### src/design/ipf_pkg.sv
// shared types and constants for the integer power unit
`default_nettype none
package ipf_pkg;

  localparam int EXP_W = 64;
  localparam logic [63:0] EXP_MASK = (EXP_W >= 64) ? {64{1'b1}}
                                   : ((64'd1 << (EXP_W % 64)) - 64'd1);
  localparam logic [63:0] ONE_BITS = 64'h3FF0_0000_0000_0000;
  localparam logic [63:0] DEFAULT_NAN = 64'hFFF8_0000_0000_0000;

  typedef enum logic [0:0] {
    OP_MUL,
    OP_RECIP
  } fpu_op_t;

  typedef enum logic [2:0] {
    C_IDLE,
    C_SCAN,
    C_NEXT,
    C_SQW,
    C_MB,
    C_MBW,
    C_RCW,
    C_OUT
  } ctrl_state_t;

  typedef enum logic [2:0] {
    F_IDLE,
    F_MUL,
    F_DNRM,
    F_DIV,
    F_NORM,
    F_DNM,
    F_RND,
    F_DONE
  } fpu_state_t;

  typedef struct packed {
    logic    load;
    logic    shift;
    logic    start;
    fpu_op_t op;
    logic    use_base;
    logic    v_wr;
    logic    v_one;
  } ipf_cmd_t;

  typedef struct packed {
    logic mag_zero;
    logic top;
    logic cnt_zero;
    logic neg;
    logic done;
  } ipf_stat_t;

endpackage
`default_nettype wire

### src/design/ipf_fpu.sv
// multi-cycle binary64 multiply and reciprocal unit, round to nearest even
`default_nettype none
module ipf_fpu (
  input  wire logic             clk,
  input  wire logic             rst_n,
  input  wire logic             start,
  input  wire ipf_pkg::fpu_op_t op,
  input  wire logic [63:0]      a,
  input  wire logic [63:0]      b,
  output logic                  done,
  output logic [63:0]           res
);

  ipf_pkg::fpu_state_t st_r, st_nxt;
  logic                sign_r, sign_nxt;
  logic signed [13:0]  er_r, er_nxt;
  logic [105:0]        p_r, p_nxt;
  logic [52:0]         ma_r, ma_nxt;
  logic [52:0]         mb_r, mb_nxt;
  logic [5:0]          cnt_r, cnt_nxt;
  logic [53:0]         rem_r, rem_nxt;
  logic [63:0]         res_r, res_nxt;

  logic        a_nan, b_nan, a_inf, b_inf, a_zero, b_zero;
  logic [10:0] ea_eff, eb_eff;
  logic        spec_hit;
  logic [63:0] spec_res;

  always_comb begin
    a_nan  = (a[62:52] == 11'h7FF) && (a[51:0] != 52'd0);
    b_nan  = (b[62:52] == 11'h7FF) && (b[51:0] != 52'd0);
    a_inf  = (a[62:52] == 11'h7FF) && (a[51:0] == 52'd0);
    b_inf  = (b[62:52] == 11'h7FF) && (b[51:0] == 52'd0);
    a_zero = (a[62:0] == 63'd0);
    b_zero = (b[62:0] == 63'd0);
    ea_eff = (a[62:52] == 11'd0) ? 11'd1 : a[62:52];
    eb_eff = (b[62:52] == 11'd0) ? 11'd1 : b[62:52];
    spec_hit = 1'b1;
    spec_res = 64'd0;
    if (op == ipf_pkg::OP_MUL) begin
      if (a_nan) begin
        spec_res = {a[63], 12'hFFF, a[50:0]};
      end else if (b_nan) begin
        spec_res = {b[63], 12'hFFF, b[50:0]};
      end else if ((a_inf && b_zero) || (a_zero && b_inf)) begin
        spec_res = ipf_pkg::DEFAULT_NAN;
      end else if (a_inf || b_inf) begin
        spec_res = {a[63] ^ b[63], 11'h7FF, 52'd0};
      end else if (a_zero || b_zero) begin
        spec_res = {a[63] ^ b[63], 63'd0};
      end else begin
        spec_hit = 1'b0;
      end
    end else begin
      if (a_nan) begin
        spec_res = {a[63], 12'hFFF, a[50:0]};
      end else if (a_inf) begin
        spec_res = {a[63], 63'd0};
      end else if (a_zero) begin
        spec_res = {a[63], 11'h7FF, 52'd0};
      end else begin
        spec_hit = 1'b0;
      end
    end
  end

  // rounding of the normalized significand
  logic [52:0]        rm;
  logic               rinc;
  logic [53:0]        rsum;
  logic [52:0]        rmf;
  logic signed [13:0] re;

  always_comb begin
    rm   = p_r[105:53];
    rinc = p_r[52] & ((|p_r[51:0]) | rm[0]);
    rsum = {1'b0, rm} + {53'd0, rinc};
    if (rsum[53]) begin
      rmf = rsum[53:1];
      re  = er_r + 14'sd1;
    end else begin
      rmf = rsum[52:0];
      re  = er_r;
    end
  end

  // iterative multiply and divide steps
  logic [63:0]  mb_pad;
  logic [15:0]  chunk;
  logic [68:0]  pprod;
  logic [105:0] pshift;
  logic         q_ge;
  logic [53:0]  rem_sub;
  logic [55:0]  q_all;

  always_comb begin
    mb_pad = {11'd0, mb_r};
    chunk  = mb_pad[16 * cnt_r[1:0] +: 16];
    pprod  = ma_r * chunk;
    case (cnt_r[1:0])
      2'd0:    pshift = {37'd0, pprod};
      2'd1:    pshift = {21'd0, pprod, 16'd0};
      2'd2:    pshift = {5'd0, pprod, 32'd0};
      default: pshift = {pprod[57:0], 48'd0};
    endcase
    q_ge    = rem_r >= {1'b0, mb_r};
    rem_sub = q_ge ? (rem_r - {1'b0, mb_r}) : rem_r;
    q_all   = {p_r[54:0], q_ge};
  end

  always_comb begin
    st_nxt = st_r;
    case (st_r)
      ipf_pkg::F_IDLE: begin
        if (start) begin
          if (spec_hit) begin
            st_nxt = ipf_pkg::F_DONE;
          end else if (op == ipf_pkg::OP_MUL) begin
            st_nxt = ipf_pkg::F_MUL;
          end else begin
            st_nxt = ipf_pkg::F_DNRM;
          end
        end
      end
      ipf_pkg::F_MUL:  if (cnt_r[1:0] == 2'd3) st_nxt = ipf_pkg::F_NORM;
      ipf_pkg::F_DNRM: if (mb_r[52]) st_nxt = ipf_pkg::F_DIV;
      ipf_pkg::F_DIV:  if (cnt_r == 6'd55) st_nxt = ipf_pkg::F_NORM;
      ipf_pkg::F_NORM: if (p_r[105] || (er_r <= 14'sd1)) st_nxt = ipf_pkg::F_DNM;
      ipf_pkg::F_DNM:  if (er_r >= 14'sd1) st_nxt = ipf_pkg::F_RND;
      ipf_pkg::F_RND:  st_nxt = ipf_pkg::F_DONE;
      ipf_pkg::F_DONE: st_nxt = ipf_pkg::F_IDLE;
      default:         st_nxt = ipf_pkg::F_IDLE;
    endcase
  end

  always_comb begin
    sign_nxt = sign_r;
    er_nxt   = er_r;
    p_nxt    = p_r;
    ma_nxt   = ma_r;
    mb_nxt   = mb_r;
    cnt_nxt  = cnt_r;
    rem_nxt  = rem_r;
    res_nxt  = res_r;
    case (st_r)
      ipf_pkg::F_IDLE: begin
        cnt_nxt = 6'd0;
        p_nxt   = 106'd0;
        if (op == ipf_pkg::OP_MUL) begin
          sign_nxt = a[63] ^ b[63];
          ma_nxt   = {a[62:52] != 11'd0, a[51:0]};
          mb_nxt   = {b[62:52] != 11'd0, b[51:0]};
          er_nxt   = 14'(ea_eff) + 14'(eb_eff) - 14'sd1022;
        end else begin
          sign_nxt = a[63];
          mb_nxt   = {a[62:52] != 11'd0, a[51:0]};
          er_nxt   = 14'sd2046 - 14'(ea_eff);
        end
        res_nxt = spec_res;
      end
      ipf_pkg::F_MUL: begin
        p_nxt   = p_r + pshift;
        cnt_nxt = cnt_r + 6'd1;
      end
      ipf_pkg::F_DNRM: begin
        if (mb_r[52]) begin
          rem_nxt = 54'd1 << 52;
          cnt_nxt = 6'd0;
        end else if (mb_r[52:45] == 8'd0) begin
          mb_nxt = {mb_r[44:0], 8'd0};
          er_nxt = er_r + 14'sd8;
        end else begin
          mb_nxt = {mb_r[51:0], 1'b0};
          er_nxt = er_r + 14'sd1;
        end
      end
      ipf_pkg::F_DIV: begin
        rem_nxt = {rem_sub[52:0], 1'b0};
        cnt_nxt = cnt_r + 6'd1;
        if (cnt_r == 6'd55) begin
          p_nxt = {q_all, rem_sub != 54'd0, 49'd0};
        end else begin
          p_nxt = {p_r[104:0], q_ge};
        end
      end
      ipf_pkg::F_NORM: begin
        if (!p_r[105] && (er_r > 14'sd1)) begin
          if ((p_r[105:98] == 8'd0) && (er_r > 14'sd8)) begin
            p_nxt  = {p_r[97:0], 8'd0};
            er_nxt = er_r - 14'sd8;
          end else begin
            p_nxt  = {p_r[104:0], 1'b0};
            er_nxt = er_r - 14'sd1;
          end
        end
      end
      ipf_pkg::F_DNM: begin
        if (er_r < -14'sd120) begin
          p_nxt  = {105'd0, |p_r};
          er_nxt = 14'sd1;
        end else if (er_r < -14'sd7) begin
          p_nxt  = {8'd0, p_r[105:9], |p_r[8:0]};
          er_nxt = er_r + 14'sd8;
        end else if (er_r < 14'sd1) begin
          p_nxt  = {1'b0, p_r[105:2], |p_r[1:0]};
          er_nxt = er_r + 14'sd1;
        end
      end
      ipf_pkg::F_RND: begin
        if (re >= 14'sd2047) begin
          res_nxt = {sign_r, 11'h7FF, 52'd0};
        end else begin
          res_nxt = {sign_r, rmf[52] ? re[10:0] : 11'd0, rmf[51:0]};
        end
      end
      default: begin
      end
    endcase
  end

  always_ff @(posedge clk) begin
    if (!rst_n) begin
      st_r <= ipf_pkg::F_IDLE;
    end else begin
      st_r <= st_nxt;
    end
    sign_r <= sign_nxt;
    er_r   <= er_nxt;
    p_r    <= p_nxt;
    ma_r   <= ma_nxt;
    mb_r   <= mb_nxt;
    cnt_r  <= cnt_nxt;
    rem_r  <= rem_nxt;
    res_r  <= res_nxt;
  end

  assign done = (st_r == ipf_pkg::F_DONE);
  assign res  = res_r;

endmodule
`default_nettype wire

### src/design/ipf_dp.sv
// datapath: operand and value registers, exponent scan register, shared fp unit
`default_nettype none
module ipf_dp (
  input  wire logic              clk,
  input  wire logic              rst_n,
  input  wire ipf_pkg::ipf_cmd_t cmd,
  input  wire logic [63:0]       in_base_bits,
  input  wire logic signed [63:0] in_exponent,
  output ipf_pkg::ipf_stat_t     stat,
  output logic [63:0]            value
);

  logic [63:0] base_r, base_nxt;
  logic [63:0] v_r, v_nxt;
  logic [63:0] mag_r, mag_nxt;
  logic [6:0]  cnt_r, cnt_nxt;
  logic        neg_r, neg_nxt;

  logic [63:0] raw;
  logic        raw_neg;
  logic        fpu_done;
  logic [63:0] fpu_res;

  ipf_fpu u_fpu (
    .clk   (clk),
    .rst_n (rst_n),
    .start (cmd.start),
    .op    (cmd.op),
    .a     (v_r),
    .b     (cmd.use_base ? base_r : v_r),
    .done  (fpu_done),
    .res   (fpu_res)
  );

  always_comb begin
    raw      = in_exponent & ipf_pkg::EXP_MASK;
    raw_neg  = raw[ipf_pkg::EXP_W - 1];
    base_nxt = base_r;
    v_nxt    = v_r;
    mag_nxt  = mag_r;
    cnt_nxt  = cnt_r;
    neg_nxt  = neg_r;
    if (cmd.load) begin
      base_nxt = in_base_bits;
      v_nxt    = in_base_bits;
      neg_nxt  = raw_neg;
      mag_nxt  = raw_neg ? ((~raw + 64'd1) & ipf_pkg::EXP_MASK) : raw;
      cnt_nxt  = 7'd64;
    end
    if (cmd.shift) begin
      mag_nxt = {mag_r[62:0], 1'b0};
      cnt_nxt = cnt_r - 7'd1;
    end
    if (cmd.v_wr) begin
      v_nxt = fpu_res;
    end
    if (cmd.v_one) begin
      v_nxt = ipf_pkg::ONE_BITS;
    end
  end

  always_ff @(posedge clk) begin
    base_r <= base_nxt;
    v_r    <= v_nxt;
    mag_r  <= mag_nxt;
    cnt_r  <= cnt_nxt;
    neg_r  <= neg_nxt;
  end

  assign stat.mag_zero = (mag_r == 64'd0);
  assign stat.top      = mag_r[63];
  assign stat.cnt_zero = (cnt_r == 7'd0);
  assign stat.neg      = neg_r;
  assign stat.done     = fpu_done;
  assign value         = v_r;

endmodule
`default_nettype wire

### src/design/ipf_ctrl.sv
// controller: walks the exponent bits and sequences squares, multiplies, reciprocal
`default_nettype none
module ipf_ctrl (
  input  wire logic               clk,
  input  wire logic               rst_n,
  input  wire logic               start,
  input  wire ipf_pkg::ipf_stat_t stat,
  output ipf_pkg::ipf_cmd_t       cmd,
  output logic                    busy,
  output logic                    out_valid
);

  ipf_pkg::ctrl_state_t st_r, st_nxt;

  always_comb begin
    st_nxt = st_r;
    case (st_r)
      ipf_pkg::C_IDLE: if (start) st_nxt = ipf_pkg::C_SCAN;
      ipf_pkg::C_SCAN: begin
        if (stat.mag_zero) begin
          st_nxt = ipf_pkg::C_OUT;
        end else if (stat.top) begin
          st_nxt = ipf_pkg::C_NEXT;
        end
      end
      ipf_pkg::C_NEXT: begin
        if (!stat.cnt_zero) begin
          st_nxt = ipf_pkg::C_SQW;
        end else if (stat.neg) begin
          st_nxt = ipf_pkg::C_RCW;
        end else begin
          st_nxt = ipf_pkg::C_OUT;
        end
      end
      ipf_pkg::C_SQW: begin
        if (stat.done) begin
          st_nxt = stat.top ? ipf_pkg::C_MB : ipf_pkg::C_NEXT;
        end
      end
      ipf_pkg::C_MB:  st_nxt = ipf_pkg::C_MBW;
      ipf_pkg::C_MBW: if (stat.done) st_nxt = ipf_pkg::C_NEXT;
      ipf_pkg::C_RCW: if (stat.done) st_nxt = ipf_pkg::C_OUT;
      ipf_pkg::C_OUT: st_nxt = ipf_pkg::C_IDLE;
      default:        st_nxt = ipf_pkg::C_IDLE;
    endcase
  end

  always_comb begin
    cmd = '{load: 1'b0, shift: 1'b0, start: 1'b0, op: ipf_pkg::OP_MUL,
            use_base: 1'b0, v_wr: 1'b0, v_one: 1'b0};
    case (st_r)
      ipf_pkg::C_IDLE: cmd.load = start;
      ipf_pkg::C_SCAN: begin
        // leading one is consumed here, the value already holds the base
        cmd.v_one = stat.mag_zero;
        cmd.shift = !stat.mag_zero;
      end
      ipf_pkg::C_NEXT: begin
        cmd.start = !stat.cnt_zero || stat.neg;
        cmd.op    = stat.cnt_zero ? ipf_pkg::OP_RECIP : ipf_pkg::OP_MUL;
      end
      ipf_pkg::C_SQW: begin
        cmd.v_wr  = stat.done;
        cmd.shift = stat.done && !stat.top;
      end
      ipf_pkg::C_MB: begin
        cmd.start    = 1'b1;
        cmd.use_base = 1'b1;
      end
      ipf_pkg::C_MBW: begin
        cmd.v_wr  = stat.done;
        cmd.shift = stat.done;
      end
      ipf_pkg::C_RCW: cmd.v_wr = stat.done;
      default: begin
      end
    endcase
  end

  always_ff @(posedge clk) begin
    if (!rst_n) begin
      st_r <= ipf_pkg::C_IDLE;
    end else begin
      st_r <= st_nxt;
    end
  end

  assign busy      = (st_r != ipf_pkg::C_IDLE);
  assign out_valid = (st_r == ipf_pkg::C_OUT);

endmodule
`default_nettype wire

### src/design/integer_power_float64.sv
// top level: binary64 base raised to a signed integer power
// An item is taken when start is high and busy is low; busy stays high until the result
// has been shown. The result appears on out_result_bits for exactly one cycle with
// out_valid high and cannot be held off. Time per item depends on the exponent and on the
// shared multi-cycle fp unit. After the accepting edge the exponent scan shifts out the
// leading zeros and the leading one. Each remaining exponent bit then costs one square, plus
// one multiply by the base when the bit is set. With normal operands and results each of these
// runs issue, 4 partial-product steps, 1 or 2 normalize, subnormal check, round, done.
// Subnormal operands or results add normalize and right shift steps. A negative exponent
// adds a reciprocal (56 divide steps), with more steps when the value or result is subnormal.
// A zero exponent goes from the scan straight to the result, which is then 1.0.
`default_nettype none
module integer_power_float64 (
  input  wire logic               clk,
  input  wire logic               rst_n,
  input  wire logic               start,
  output logic                    busy,
  input  wire logic [63:0]        in_base_bits,
  input  wire logic signed [63:0] in_exponent,
  output logic                    out_valid,
  output logic [63:0]             out_result_bits
);

  ipf_pkg::ipf_cmd_t  cmd;
  ipf_pkg::ipf_stat_t stat;

  ipf_ctrl u_ctrl (
    .clk       (clk),
    .rst_n     (rst_n),
    .start     (start),
    .stat      (stat),
    .cmd       (cmd),
    .busy      (busy),
    .out_valid (out_valid)
  );

  ipf_dp u_dp (
    .clk          (clk),
    .rst_n        (rst_n),
    .cmd          (cmd),
    .in_base_bits (in_base_bits),
    .in_exponent  (in_exponent),
    .stat         (stat),
    .value        (out_result_bits)
  );

endmodule
`default_nettype wire
### config.mk
export PLATFORM = sky130hd
export DESIGN_NAME = integer_power_float64
export DESIGN_NICKNAME = d
export VERILOG_FILES = /design/src/design/ipf_pkg.sv /design/src/design/ipf_fpu.sv /design/src/design/ipf_dp.sv /design/src/design/ipf_ctrl.sv /design/src/design/integer_power_float64.sv
export SDC_FILE = /design/constraint.sdc
export NUM_CORES = 2
export LEC_CHECK = 0
export ABC_AREA = 1
export BUFFER_PORTS_ARGS = -buffer_cell sky130_fd_sc_hd__buf_2
export CORE_ASPECT_RATIO = 1.75
export CORE_UTILIZATION = 51
export CTS_CLUSTER_DIAMETER = 100
export DETAILED_ROUTE_END_ITERATION = 10
export PLACE_DENSITY = 0.7
export SETUP_SLACK_MARGIN = 0.3
export SYNTH_ARGS = -nofsm -noshare
export SYNTH_HDL_FRONTEND = slang
export SYNTH_SLANG_ARGS = --single-unit
### constraint.sdc
create_clock -name clk -period 9.55 [get_ports clk]
set_clock_uncertainty 0.1 [all_clocks]
set_input_delay 1.91 -clock clk [delete_from_list [all_inputs] [get_ports clk]]
set_output_delay 1.91 -clock clk [all_outputs]
set_load 0.02 [all_outputs]
==> impl_metrics.py, run 1 <==
metrics = {
    "synth": {
        "synth_area_um2": 74700,
        "ys_ff_latch": 556,
        "synth_cell_types": 77,
        "synth_warnings": 0,
        "async_reset_ff_share_pct": 0,
        "ys_seq_area_share_pct": 21.4,
        "synth_area_leaders": "edfxtp_1 (20%), fa_1 (19%), nand2_1 (12%), inv_1 (10%), nor2_1 (5.7%)",
        "avgSynthCellArea_um2": 7.10,
        "synth_top_area_cell": "edfxtp_1",
        "synthFlopType": "edfxtp_1",
        "yosysTopAreaCellShare_pct": 19.5,
        "syn_nets": 11700,
        "synth_cells": 10500,
        "synth_edf_count": 485,
    },
    "placed_design": {
        "place.gp.congestion": 1.19,
        "post-dp-hpwl_um": 297000,
        "placed_cells": 13700,
        "port-buffer-count": 196,
    },
    "cts": {
        "cts-root-buf": "clkbuf_16",
        "htreeDepth": 2,
        "hold_buffers": 0,
        "clock_sinks": 556,
        "numCtsBuffers": 60,
        "ctsLongestPathBuffers": 3,
    },
    "die": {
        "die_height_um": 508,
        "fp.dieW_um": 291,
        "ioPinCount": 197,
        "std_cell_rows": 185,
        "start_util_pct": 51.4,
    },
    "grt": {
        "grt_start_max_net_pins": 85,
        "grt_pass1_wl_um": 596000,
        "first_global_vias": 91400,
        "grt_overflow_total": 12,
        "grt.total_usage_pct": 55.4,
    },
    "outcome": {
        "status": "did not finish",
        "stop_error": "[ERROR GRT-0116] Global routing finished with congestion. Check the congestion regions in the DRC Viewer.",
        "stop_stage": "global routing",
    },
}
layer usage:
metal	global-route usage [%]	overflow
met4	61.2	10
met5	0.780	0
met2	83.8	2
met3	24.6	0
met1	53.5	0
cell families after synthesis:
group | Yosys count | synth area share (%)
AOI/OAI and AO/OA | 1803 | 14.2
xor gates and xnor gates | 171 | 2.01
adders and majority gates | 1051 | 24.8
buffers and inverters | 2422 | 12.4
DFF | 556 | 21.4
muxes | 2 | 0.0268
and+or+nand+nor | 4514 | 25.2
synthesized netlist by cell type (all sizes together), types with 27 or more instances:
master,number
a211oi,27
a21o,37
a21oi,537
a221oi,33
a22oi,94
a31oi,59
buf,86
clkbuf,294
dfxtp,71
edfxtp,485
fa,715
ha,336
inv,2028
nand2,2454
nand3,450
nand3b,27
nand4,131
nor2,1146
nor3,122
nor4,92
o2111ai,30
o211ai,88
o21a,40
o21ai,633
o22ai,140
or2,74
xnor2,42
xor2,129
stage by stage:
stage	worst slack, ns	setup TNS (ns)	cell area [µm²]	utilization (%)	hold WS, ns
3_5_place_dp	-1.14	-49.94	88600	60.9	0.397
2_1_floorplan	0.400	0	74700	-	0.358
3_3_place_gp	-1.20	-50.75	88600	60.9	0.390
4_1_cts	-0.0640	-0.391	98100	67.5	0.408
repair_timing:
action,4_1_cts
buffers inserted,183
gates resized for setup,1348
setup endpoints to repair,87
pin swaps,271
gates cloned,20
==> inputs of run 2 (changes only) <==
- CORE_ASPECT_RATIO: 1.75 -> unset
- CORE_UTILIZATION: 51 -> 36
- CTS_CLUSTER_DIAMETER: 100 -> unset
- PLACE_DENSITY: 0.7 -> unset
- PLACE_DENSITY_LB_ADDON: unset -> 0.15
- SETUP_SLACK_MARGIN: 0.3 -> unset
- clock period: 9.55 -> 12.42 ns (I/O delays scaled with it)
==> run 2 against run 1 <==
Compared with the run above:
- synthesized area is the same
- the run now ends clean
- synthesized cell count is the same
==> impl_metrics.py, run 2 <==
metrics = {
    "die": {
        "std_cell_rows": 166,
        "ioPinCount": 197,
        "dieArea_um2": 209000,
        "start_util_pct": 36.4,
        "core_um2": 205000,
        "die_height_um": 457,
        "fp.dieW_um": 457,
    },
    "min_path": {
        "hold_class": "flip-flop to flip-flop",
        "min_from": "u_dp.u_fpu.res[56]",
    },
    "sta": {
        "relSlewSlack_pct": 15.2,
        "tightestPinTransition_ns": 1.27,
        "hold_violations": 0,
        "fin_setup_tns_ns": 0,
        "timing.final.crit_share_pct": 95.7,
        "hold_ws_ns": 0.389,
        "slew_violations": 0,
        "fin_crit_ns": 11.88,
        "finalSetupViolations": 0,
        "rsz0062_at_grt": "no",
        "max_freq_ghz": 0.0842,
    },
    "outcome": {
        "status": "finished, final reports clean",
    },
    "critical_path": {
        "r2r_end": "u_dp.u_fpu.p_r[94]",
        "ff2ff_setup_slack_ns": 0.54,
        "ff2ff_path_depth": 43,
        "worst-path-buf-inv": 10,
        "max_stage_delay_ns": 0.74,
        "arrival_ns": 12.21,
        "crit_slowest_cell": "edfxtp_1",
        "worstPathMaxFanout": 37,
        "crit_type": "flip-flop to flip-flop",
        "end_kind": "flip-flop",
        "crit_cells": 43,
        "crit_family": "adder cells",
        "startpoint_type": "flip-flop",
        "r2r-start": "u_dp.u_fpu.cnt_r[1]",
        "crit_start": "u_dp.u_fpu.cnt_r[1]",
        "required_ns": 12.75,
        "crit_top_cell": "inv_1",
        "cp-endpoint": "u_dp.u_fpu.p_r[94]",
    },
    "synth": {
        "synth_edf_count": 485,
        "synth_common_cells": "nand2_1 (2437), inv_1 (2009), nor2_1 (1138), fa_1 (715), o21ai_0 (557)",
        "syn_nets": 11700,
        "synth_cells": 10500,
        "ys_seq_area_share_pct": 21.4,
        "synth_area_leaders": "edfxtp_1 (20%), fa_1 (19%), nand2_1 (12%), inv_1 (10%), nor2_1 (5.7%)",
        "synth_warnings": 0,
        "synth_cell_types": 77,
        "yosysMostFrequentCell": "nand2_1",
        "synth_top_area_cell": "edfxtp_1",
        "async_reset_ff_share_pct": 0,
        "ys_ff_latch": 556,
        "synth_area_um2": 74700,
        "synthFlopType": "edfxtp_1",
        "avgSynthCellArea_um2": 7.10,
        "yosysTopAreaCellShare_pct": 19.5,
    },
    "finish": {
        "regMostFlops": "u_dp.u_fpu.p_r",
        "finalNetCount": 12100,
        "layout_common_cells": "nand2_1 (2428), inv_1 (2002), nor2_1 (1130), fa_1 (715), o21ai_0 (549)",
        "drive_gt1_share_pct": 9.21,
        "largest_register_ffs": 106,
        "synthToLayoutAreaGrowth_pct": 12.8,
        "layout_commonest_cell": "nand2_1",
    },
    "grt": {
        "grt.total_usage_pct": 37.7,
        "first_global_vias": 76400,
        "antenna_found_initial": 38,
        "grt_start_max_net_pins": 72,
        "grt_pass1_wl_um": 562000,
        "grt_overflow_total": 0,
    },
    "route": {
        "routedWlPerCell_um": 29.3,
        "wl_um": 401000,
        "antenna_left": 0,
        "dr.pass1.iters": 8,
        "drt_iter0_drc": 7463,
        "drc_errors": 0,
        "vias": 76700,
        "avgViaCountPerCell": 5.60,
    },
    "cts": {
        "clock_sinks": 556,
        "htreeDepth": 3,
        "clkLatencyLatePin_ns": 0.73,
        "hold_buffers": 0,
        "cts-root-buf": "clkbuf_16",
        "cts_resized": 0,
        "cts_tree": "done",
        "numCtsBuffers": 74,
        "ctsLongestPathBuffers": 3,
        "cts_setup_buffers": 0,
        "clk_pin_slew_worst_paths_ns": 0.06,
    },
    "placed_design": {
        "post-dp-hpwl_um": 330000,
        "port-buffer-count": 196,
        "place.gp.congestion": 1.09,
    },
    "flow_run": {
        "cap_violations": 0,
    },
}
run 2: how the worst min path moves through the flow:
stage	end	cells past startpoint
after global placement	u_dp.value[56]	2
after global routing	u_dp.value[58]	2
final	u_dp.value[56]	2
after floorplan	u_dp.value[61]	2
after detailed placement	u_dp.value[56]	2
after CTS	u_dp.value[56]	2
run 2: worst min-delay path: cells and delay by family, from the launching register on:
kind,cells,cell delay (ns)
flip-flops,1,0.32
AO/OA/AOI/OAI,2,0.14
run 2: routing by layer:
layer  track usage, %  routed length (µm)  vias up  part of all wire [%]
met5                0                 100        -                 0.025
met4             28.6               35700       16                   8.9
met3             5.30               26900      829                   6.7
met2             60.7              183000     3426                    46
met1             45.7              155000    37900                    39
li1                 -                   -    34600                     -
run 2: cell type report:
type / instances / area, µm²
fillers: 21900 / 121000
multi-input cells: 7541 / 49600
flip-flops and latches: 556 / 16000
inverters: 2042 / 7670
repair buffers: 706 / 5020
well taps: 2688 / 3360
clock buffers: 92 / 2030
clock inverters: 44 / 438
diodes: 32 / 80.1
run 2: cell families after synthesis:
logic type      after synthesis  share of synthesized area (%)
xor+xnor                    171                           2.01
buf+inv                    2422                           12.4
mux                           2                         0.0268
flops                       556                           21.4
simple gates               4514                           25.2
compound gates             1803                           14.2
fa+ha+maj                  1051                           24.8
run 2: per-stage QoR:
| stage | util, % | instances | cell area (µm²) | setup WS (ns) |
|---|---|---|---|---|
| after floorplan | - | 10500 | 74700 | 3.27 |
| after global placement | 39.8 | 13500 | 81700 | 0.783 |
| after detailed placement | 39.8 | 13500 | 81700 | 0.694 |
| after CTS | 41.0 | 13700 | 84200 | 0.628 |
| after global routing | 41.0 | 13700 | 84200 | 0.0501 |
| final | 41.0 | 13700 | 84200 | 0.540 |
Power of run 2 is not shown: default switching activity piles up to over one toggle a cycle in this logic, so the estimate is an artifact.
